<file path="src/hdl/dcbb_pkg.sv">
// dcbb_pkg: shared types and constants for the buzzer burst generator.
// Used by the command interface, the burst core, the top level and the checker.
package dcbb_pkg;

  localparam int MaxPeriodTicks = 60000;
  localparam int MaxCycles      = 600;

  localparam int CmdW    = 3;
  localparam int DutyInW = 8;
  localparam int DutyW   = 7;
  localparam int PeriodW = 16;
  localparam int CountW  = 16;
  // duty (0..100) times period
  localparam int ProdW   = DutyW + PeriodW;
  // (tick position + 1) times 100
  localparam int ScaledW = PeriodW + 1 + DutyW;

  localparam logic [DutyW-1:0] DutyFull = 7'd100;

  typedef enum logic [CmdW-1:0] {
    CMD_TICK      = 3'd0,
    CMD_PLAY      = 3'd1,
    CMD_STOP      = 3'd2,
    CMD_FORCE_ON  = 3'd3,
    CMD_FORCE_OFF = 3'd4
  } cmd_e;

  typedef struct packed {
    logic [CmdW-1:0]    cmd;
    logic [DutyInW-1:0] duty_pct;
    logic [PeriodW-1:0] period_ticks;
    logic [CountW-1:0]  cycles_wanted;
  } cmd_t;

  typedef struct packed {
    logic pin_on;
    logic busy_res;
    logic finished;
  } res_t;

endpackage

</file>
<file path="src/hdl/dcbb_cmd_if.sv">
// dcbb_cmd_if: command channel (valid/ready plus command payload).
// Depends on dcbb_pkg for field widths.
interface dcbb_cmd_if;
  logic                             valid;
  logic                             ready;
  logic [dcbb_pkg::CmdW-1:0]        cmd;
  logic [dcbb_pkg::DutyInW-1:0]     duty_pct;
  logic [dcbb_pkg::PeriodW-1:0]     period_ticks;
  logic [dcbb_pkg::CountW-1:0]      cycles_wanted;

  modport source (output valid, output cmd, output duty_pct, output period_ticks,
                  output cycles_wanted, input ready);
  modport sink   (input valid, input cmd, input duty_pct, input period_ticks,
                  input cycles_wanted, output ready);
endinterface

</file>
<file path="src/hdl/dcbb_res_if.sv">
// dcbb_res_if: result channel (valid/ready plus pin, busy and finished flags).
// Standalone; no package dependency.
interface dcbb_res_if;
  logic valid;
  logic ready;
  logic pin_on;
  logic busy_res;
  logic finished;

  modport source (output valid, output pin_on, output busy_res, output finished,
                  input ready);
  modport sink   (input valid, input pin_on, input busy_res, input finished,
                  output ready);
endinterface

</file>
<file path="src/hdl/dcbb_core.sv">
// dcbb_core: burst state registers and the per-command next-state logic.
// Depends on dcbb_pkg. The result for a command is produced in its accept cycle.
module dcbb_core #(
  parameter int MAX_PERIOD_TICKS = dcbb_pkg::MaxPeriodTicks,
  parameter int MAX_CYCLES       = dcbb_pkg::MaxCycles
) (
  input  logic           clk_i,
  input  logic           rst_ni,
  input  logic           accept_i,
  input  dcbb_pkg::cmd_t cmd_i,
  output dcbb_pkg::res_t res_o
);

  localparam int CycW = $clog2(MAX_CYCLES + 1);
  localparam logic [dcbb_pkg::PeriodW-1:0] PeriodMax = dcbb_pkg::PeriodW'(MAX_PERIOD_TICKS);
  localparam logic [dcbb_pkg::CountW-1:0]  CyclesMaxIn = dcbb_pkg::CountW'(MAX_CYCLES);
  localparam logic [CycW-1:0]              CyclesMax = CycW'(MAX_CYCLES);
  localparam logic [dcbb_pkg::DutyInW-1:0] DutyFullIn = {1'b0, dcbb_pkg::DutyFull};

  logic                             playing_q, playing_d;
  logic                             pin_q, pin_d;
  logic [dcbb_pkg::ProdW-1:0]       prod_q, prod_d;
  logic [dcbb_pkg::PeriodW-1:0]     period_q, period_d;
  logic [dcbb_pkg::PeriodW-1:0]     tick_q, tick_d;
  logic [CycW-1:0]                  target_q, target_d;
  logic [CycW-1:0]                  done_q, done_d;
  logic                             fin;

  logic [dcbb_pkg::PeriodW:0]       tick_plus;
  logic [dcbb_pkg::PeriodW-1:0]     tick_inc;
  logic [dcbb_pkg::ScaledW-1:0]     tick_scaled;
  logic [CycW-1:0]                  done_inc;
  logic [dcbb_pkg::PeriodW-1:0]     play_period;
  logic [CycW-1:0]                  play_cycles;
  logic [dcbb_pkg::DutyW-1:0]       play_duty;

  // pin is high while tick_pos < duty*period/100, i.e. (tick_pos+1)*100 <= duty*period
  assign tick_plus   = {1'b0, tick_q} + 1'b1;
  assign tick_inc    = tick_plus[dcbb_pkg::PeriodW-1:0];
  assign tick_scaled = (dcbb_pkg::ScaledW'(tick_plus) << 6) +
                       (dcbb_pkg::ScaledW'(tick_plus) << 5) +
                       (dcbb_pkg::ScaledW'(tick_plus) << 2);
  assign done_inc    = done_q + 1'b1;

  assign play_period = (cmd_i.period_ticks > PeriodMax) ? PeriodMax : cmd_i.period_ticks;
  assign play_cycles = (cmd_i.cycles_wanted > CyclesMaxIn) ? CyclesMax
                                                           : cmd_i.cycles_wanted[CycW-1:0];
  assign play_duty   = (cmd_i.duty_pct > DutyFullIn) ? dcbb_pkg::DutyFull
                                                     : cmd_i.duty_pct[dcbb_pkg::DutyW-1:0];

  always_comb begin
    playing_d = playing_q;
    pin_d     = pin_q;
    prod_d    = prod_q;
    period_d  = period_q;
    tick_d    = tick_q;
    target_d  = target_q;
    done_d    = done_q;
    fin       = 1'b0;
    unique case (dcbb_pkg::cmd_e'(cmd_i.cmd)) inside
      dcbb_pkg::CMD_TICK: begin
        if (playing_q) begin
          pin_d = (tick_scaled <= dcbb_pkg::ScaledW'(prod_q));
          if (tick_inc >= period_q) begin
            tick_d = '0;
            if (done_inc >= target_q) begin
              playing_d = 1'b0;
              pin_d     = 1'b0;
              prod_d    = '0;
              period_d  = '0;
              target_d  = '0;
              done_d    = '0;
              fin       = 1'b1;
            end else begin
              done_d = done_inc;
            end
          end else begin
            tick_d = tick_inc;
          end
        end
      end
      dcbb_pkg::CMD_PLAY: begin
        pin_d     = 1'b0;
        tick_d    = '0;
        done_d    = '0;
        period_d  = play_period;
        prod_d    = dcbb_pkg::ProdW'(play_duty) * dcbb_pkg::ProdW'(play_period);
        target_d  = (play_period != '0) ? play_cycles : '0;
        playing_d = (play_period != '0) && (play_cycles != '0);
      end
      dcbb_pkg::CMD_STOP, dcbb_pkg::CMD_FORCE_OFF, dcbb_pkg::CMD_FORCE_ON: begin
        playing_d = 1'b0;
        pin_d     = (dcbb_pkg::cmd_e'(cmd_i.cmd) == dcbb_pkg::CMD_FORCE_ON);
        prod_d    = '0;
        period_d  = '0;
        tick_d    = '0;
        target_d  = '0;
        done_d    = '0;
      end
      default: ;
    endcase
  end

  always_ff @(posedge clk_i or negedge rst_ni) begin
    if (!rst_ni) begin
      playing_q <= 1'b0;
      pin_q     <= 1'b0;
      prod_q    <= '0;
      period_q  <= '0;
      tick_q    <= '0;
      target_q  <= '0;
      done_q    <= '0;
    end else if (accept_i) begin
      playing_q <= playing_d;
      pin_q     <= pin_d;
      prod_q    <= prod_d;
      period_q  <= period_d;
      tick_q    <= tick_d;
      target_q  <= target_d;
      done_q    <= done_d;
    end
  end

  assign res_o.pin_on   = pin_d;
  assign res_o.busy_res = playing_d;
  assign res_o.finished = fin;

endmodule

</file>
<file path="src/hdl/duty_cycled_beep_burst.sv">
// duty_cycled_beep_burst: top level of the buzzer burst generator.
// Depends on dcbb_pkg, dcbb_cmd_if, dcbb_res_if and dcbb_core.
//
// Usage:
//   cmd_i carries one command per transaction: tick, play, stop, force-on or
//   force-off, with the play arguments (duty, period in ticks, period count).
//   res_o returns exactly one result per command: the pin level, whether a
//   burst is playing, and a finished flag on the tick that ends the last period.
// Latency: the result is valid the cycle after the command is accepted.
// Throughput: one command per cycle unless stalled; the burst state is updated
//   in the accept cycle by two counter increments, two compares and a
//   constant-scaled compare, with the duty*period product formed once at play time.
// Stalls: a single output register holds the pending result; cmd_i.ready is
//   high whenever that register is empty or being drained in the same cycle,
//   so a stalled receiver stops intake after one result.
// Reset: asynchronous, active low; the block comes up idle with the pin low
//   and no result pending.
module duty_cycled_beep_burst #(
  parameter int MAX_PERIOD_TICKS = dcbb_pkg::MaxPeriodTicks,
  parameter int MAX_CYCLES       = dcbb_pkg::MaxCycles
) (
  input  logic       clk_i,
  input  logic       rst_ni,
  dcbb_cmd_if.sink   cmd_i,
  dcbb_res_if.source res_o
);

  logic           accept;
  dcbb_pkg::cmd_t cmd;
  dcbb_pkg::res_t res_d, res_q;
  logic           out_valid_q;

  assign cmd_i.ready = !out_valid_q || res_o.ready;
  assign accept      = cmd_i.valid && cmd_i.ready;

  assign cmd.cmd           = cmd_i.cmd;
  assign cmd.duty_pct      = cmd_i.duty_pct;
  assign cmd.period_ticks  = cmd_i.period_ticks;
  assign cmd.cycles_wanted = cmd_i.cycles_wanted;

  dcbb_core #(
    .MAX_PERIOD_TICKS(MAX_PERIOD_TICKS),
    .MAX_CYCLES      (MAX_CYCLES)
  ) u_core (
    .clk_i   (clk_i),
    .rst_ni  (rst_ni),
    .accept_i(accept),
    .cmd_i   (cmd),
    .res_o   (res_d)
  );

  always_ff @(posedge clk_i or negedge rst_ni) begin
    if (!rst_ni) begin
      out_valid_q <= 1'b0;
    end else if (accept) begin
      out_valid_q <= 1'b1;
    end else if (res_o.ready) begin
      out_valid_q <= 1'b0;
    end
  end

  always_ff @(posedge clk_i) begin
    if (accept) begin
      res_q <= res_d;
    end
  end

  assign res_o.valid    = out_valid_q;
  assign res_o.pin_on   = res_q.pin_on;
  assign res_o.busy_res = res_q.busy_res;
  assign res_o.finished = res_q.finished;

endmodule

</file>
<file path="src/flat_wrapper.sv">
// flat-port wrapper written by rule: the top's interface ports become plain ports
module duty_cycled_beep_burst_flat 
#(
  parameter int MAX_PERIOD_TICKS = dcbb_pkg::MaxPeriodTicks,
  parameter int MAX_CYCLES       = dcbb_pkg::MaxCycles
)
  (clk_i, rst_ni, cmd_i_valid, cmd_i_cmd, cmd_i_duty_pct, cmd_i_period_ticks, cmd_i_cycles_wanted, cmd_i_ready, res_o_valid, res_o_pin_on, res_o_busy_res, res_o_finished, res_o_ready);
  dcbb_cmd_if cmd_i_i ();
  dcbb_res_if res_o_i ();
  input  logic clk_i;
  input  logic rst_ni;
  input wire logic [$bits(cmd_i_i.valid)-1:0] cmd_i_valid;
  input wire logic [$bits(cmd_i_i.cmd)-1:0] cmd_i_cmd;
  input wire logic [$bits(cmd_i_i.duty_pct)-1:0] cmd_i_duty_pct;
  input wire logic [$bits(cmd_i_i.period_ticks)-1:0] cmd_i_period_ticks;
  input wire logic [$bits(cmd_i_i.cycles_wanted)-1:0] cmd_i_cycles_wanted;
  output wire logic [$bits(cmd_i_i.ready)-1:0] cmd_i_ready;
  output wire logic [$bits(res_o_i.valid)-1:0] res_o_valid;
  output wire logic [$bits(res_o_i.pin_on)-1:0] res_o_pin_on;
  output wire logic [$bits(res_o_i.busy_res)-1:0] res_o_busy_res;
  output wire logic [$bits(res_o_i.finished)-1:0] res_o_finished;
  input wire logic [$bits(res_o_i.ready)-1:0] res_o_ready;
  assign cmd_i_i.valid = cmd_i_valid;
  assign cmd_i_i.cmd = cmd_i_cmd;
  assign cmd_i_i.duty_pct = cmd_i_duty_pct;
  assign cmd_i_i.period_ticks = cmd_i_period_ticks;
  assign cmd_i_i.cycles_wanted = cmd_i_cycles_wanted;
  assign cmd_i_ready = cmd_i_i.ready;
  assign res_o_valid = res_o_i.valid;
  assign res_o_pin_on = res_o_i.pin_on;
  assign res_o_busy_res = res_o_i.busy_res;
  assign res_o_finished = res_o_i.finished;
  assign res_o_i.ready = res_o_ready;
  duty_cycled_beep_burst #(.MAX_PERIOD_TICKS(MAX_PERIOD_TICKS), .MAX_CYCLES(MAX_CYCLES)) u_core (.clk_i(clk_i), .rst_ni(rst_ni), .cmd_i(cmd_i_i), .res_o(res_o_i));
endmodule
</file>
<file path="config.mk">
export PLATFORM = sky130hd
export DESIGN_NAME = duty_cycled_beep_burst_flat
export DESIGN_NICKNAME = d
export VERILOG_FILES = /design/src/hdl/dcbb_pkg.sv /design/src/hdl/dcbb_cmd_if.sv /design/src/hdl/dcbb_res_if.sv /design/src/hdl/dcbb_core.sv /design/src/hdl/duty_cycled_beep_burst.sv /design/src/flat_wrapper.sv
export SDC_FILE = /design/constraint.sdc
export NUM_CORES = 1
export LEC_CHECK = 0
export ABC_AREA = 0
export BUFFER_PORTS_ARGS = -buffer_cell sky130_fd_sc_hd__buf_2
export CAP_MARGIN = 15
export CORE_MARGIN = 3
export CORE_UTILIZATION = 64
export DETAILED_ROUTE_END_ITERATION = 7
export PLACE_DENSITY = 0.83
export SLEW_MARGIN = 15
export SYNTH_ARGS = -nofsm -noshare
export SYNTH_HDL_FRONTEND = slang
export SYNTH_SLANG_ARGS = --single-unit
</file>
<file path="constraint.sdc">
create_clock -name clk_i -period 7.8 [get_ports clk_i]
set_clock_uncertainty 0.15 [all_clocks]
set_input_delay 1.95 -clock clk_i [delete_from_list [all_inputs] [get_ports clk_i]]
set_output_delay 1.95 -clock clk_i [all_outputs]
set_load 0.005 [all_outputs]
</file>
==> run metrics <==
post-route insts no fill=1357; post-DP HPWL=approximately 18000 µm; Max-slew headroom=between 30% and 40%; Internal Power=1.15 mW; clk sinks=just over 80; Worst Hold End=u_core.u_core.period_q[0]; Overflow after GRT=0; share of layout cells above drive strength 1=about 11%; #FFs+latches synth=between 80 and 90; first-pass GRT wire length=between 30000 and 40000 µm; CTS Buf Count=9; Clock transition at path regs=about 60 ps; largest buffer count on any clock path=2; worst hold start=u_core.u_core.period_q[0]; drt wl/cell=16.8 µm; Psw=roughly 0.79 mW; Synth area leader=dfrtp_1; worst vdd ir=94.3 µV; Yosys cell types=between 70 and 80; number of global-route vias before repair=8123; CP dominant cell by count=fa_1; Syn Inst Count=around 1100; Inst Count DP=about 1300; Main synth FF type=dfrtp_1; fmax=134 MHz; Core Region=around 15000 µm²; Leak=about 5.5 nW; Hold Path Class=reg2reg; area share of the largest cell type after synthesis=between 20 and 25%; R2R Path End=u_core.res_o.pin_on; Area contributors post-synth=dfrtp_1 20%, fa_1 15%, ha_1 15%; io pins=52; final setup fails=0; YS warnings=0; DRC viols=0; initial drt markers=520; status=completed; period utilization=95.6%; post-layout util=between 70% and 80%; fin crit period=~7500 ps; row cnt=44; remaining antenna violation count=0; pre-CTS WS=-102 ps; area grow syn2layout=9.41%; CTS Hold Bufs=0; Net Sw Frac=between 40% and 50%; Die W=~130 µm; EDFF count, synth=3; Flop pwr share=around a quarter; total power=between 1.5 and 2 mW; Critical Path Fanout Max=11; CP Launch Type=input pin; max-cap violation count=0; Clk pwr share=21.1%; R2R depth=24; RePlAce Congestion=0.924; Clk Latency, worst-skew pair=340 ps; RR Startpoint=u_core.u_core.tick_q[0]; RSZ-0062 raised after global routing=no; Hold WS=around 340 ps; full die area=16700 µm²; Global Route Usage Sum=between 20% and 30%; die height=129 µm; CP max stage cell=fa_1; Post-Syn Nets=1340; Comb power frac=between 50% and 60%; Worst-Margin Slew=around 970 ps; final WL=22800 µm; CTS HTree Levels=3; initial antenna violation count=0; via count=8219; drt pass-1 iters=6; Synth Cell Area=a little under 10000 µm²; Critical Path AT=about 7500 ps; pins over their slew limit=0; CP max stage delay=approximately 540 ps; Final nets=approximately 1400; slack of the critical path=340 ps; PwrDens=around 180 nW/µm²; vias per inst=6.06; endpoints failing hold=0; share of flip-flops with an asynchronous set or reset=96.3%; CTS tree=yes; Initial Util=around 66%; flop-to-flop setup slack=approximately 1200 ps; Clock Root Buffer=clkbuf_16; Crit Path Class=in2reg; Avg Cell Area, Syn=8.78 µm²; Worst EP required=around 7900 ps; PortBufs=51; n_diodes=0; Hold Crit Depth=1; Critical Path Sink Type=flip-flop; sequential share of the synthesized area=21.1%; largest net degree at the start of global routing=approximately 80
[critical path, delay by kind of cell]
| kind | cells | cell delay, ps |
|---|---|---|
| and+or+nand+nor | 7 | 1160 |
| xor gates and xnor gates | 1 | 160 |
| AOI/OAI and AO/OA | 7 | 1290 |
| adders and majority gates | 5 | 2370 |
| buffers and inverters | 5 | 590 |
[how the worst max path moves through the flow]
stage	depth (start not counted)	slack [ps]	startpoint	to
after floorplan	23	270	cmd_i_period_ticks[14]	u_core.u_core.prod_q[22]
after global placement	23	50	cmd_i_period_ticks[6]	u_core.u_core.prod_q[22]
after detailed placement	22	-100	cmd_i_period_ticks[1]	u_core.u_core.prod_q[22]
after CTS	22	240	cmd_i_period_ticks[1]	u_core.u_core.prod_q[22]
after global routing	24	10	cmd_i_period_ticks[6]	u_core.u_core.prod_q[22]
final	25	340	cmd_i_period_ticks[6]	u_core.u_core.prod_q[21]
[per-layer routing]
metal / up-vias / track usage (%) / routed length [µm]
li1: 3943 / - / -
met5: - / 0 / 0
met3: 42 / 3.22 / 1150
met2: 274 / 49.5 / 11300
met1: 3960 / 37.8 / 9850
met4: 0 / 8.03 / 439
[sequential cells by signal, indices dropped and copies added, names as in the netlist]
register	count
u_core.u_core.period_q	16
u_core.u_core.target_q	10
u_core.u_core.tick_q	16
u_core.res_o.valid	1
u_core.u_core.pin_q	1
u_core.res_o.busy_res	1
u_core.u_core.prod_q	23
u_core.res_o.pin_on	1
u_core.u_core.playing_q	1
u_core.res_o.finished	1
u_core.u_core.done_q	10
[power by group through the flow]
stage	Clock, mW	Combinational [mW]	Sequential (mW)
2_1_floorplan	0	0.787	0.480
3_3_place_gp	0	1.00	0.487
3_5_place_dp	0	1.04	0.489
4_1_cts	0.411	1.05	0.481
5_1_grt	0.429	1.20	0.486
6_report	0.409	1.05	0.481
[cells in the final DEF, fill, tap and decap left out, drive strengths merged, types with 30 or more instances in the layout]
cell type  instances
inv              159
nor2             135
ha               114
buf               83
dfrtp             78
fa                75
nand2             66
o21ai             44
xnor2             43
a21oi             38
nand3             33
a21o              30
[cell usage after synthesis, types with 3 or more instances]
master     number
inv_1         158
a211o_1         7
fa_1           75
mux2i_1         7
or2_2           3
a41oi_1         6
a211oi_1        9
xor2_1         15
nand3_1        32
nand2b_1        9
or3_1           6
xnor2_1        40
a32o_1          7
a22o_1         24
clkbuf_1       24
ha_1          114
and3_1          8
a21o_1         30
o2bb2ai_1      13
and4_1          3
nand2_1        65
dfrtp_1        78
mux2_4          6
xnor2_2         3
and2_1          9
nor4_1          5
nor3_1         25
o211ai_1        3
o21ai_0        44
o2111ai_1       6
buf_2           4
o21a_1          9
nor2b_1         9
nand4_1        11
edfxtp_1        3
a21oi_1        37
nor2_1        133
a31oi_1        12
o22ai_1         3
o21bai_1       10
[cells by family after synthesis]
logic type	Yosys count	synth area share (%)
fa+ha+maj	190	30.3
mux	13	1.65
xor+xnor	58	5.47
compound gates	241	17.7
simple gates	333	16.3
flops	81	21.1
buf+inv	188	7.49
[cell type report]
| class | count | area, µm² |
|---|---|---|
| clock inverters | 5 | 37.5 |
| well taps | 184 | 230 |
| multi-input cells | 835 | 6940 |
| clock buffers | 11 | 253 |
| inverters | 158 | 593 |
| fillers | 1112 | 4100 |
| flip-flops and latches | 81 | 2040 |
| repair buffers | 83 | 510 |
[per-stage QoR]
stage / instance area (µm²) / TNS (ps)
finish: 10600 / 0
global route: 10600 / 0
CTS: 10600 / 0
detailed placement: 10300 / -114
global placement: 10300 / 0
floorplan: 9690 / 0
[what timing repair did]
| item | 4_1_cts | 5_1_grt |
|---|---|---|
| endpoints found under the setup margin | 0 | 2 |
| setup buffers | 0 | 0 |
| gates resized for setup | 0 | 2 |
No activity file was read; power rests on OpenSTA's default activity.
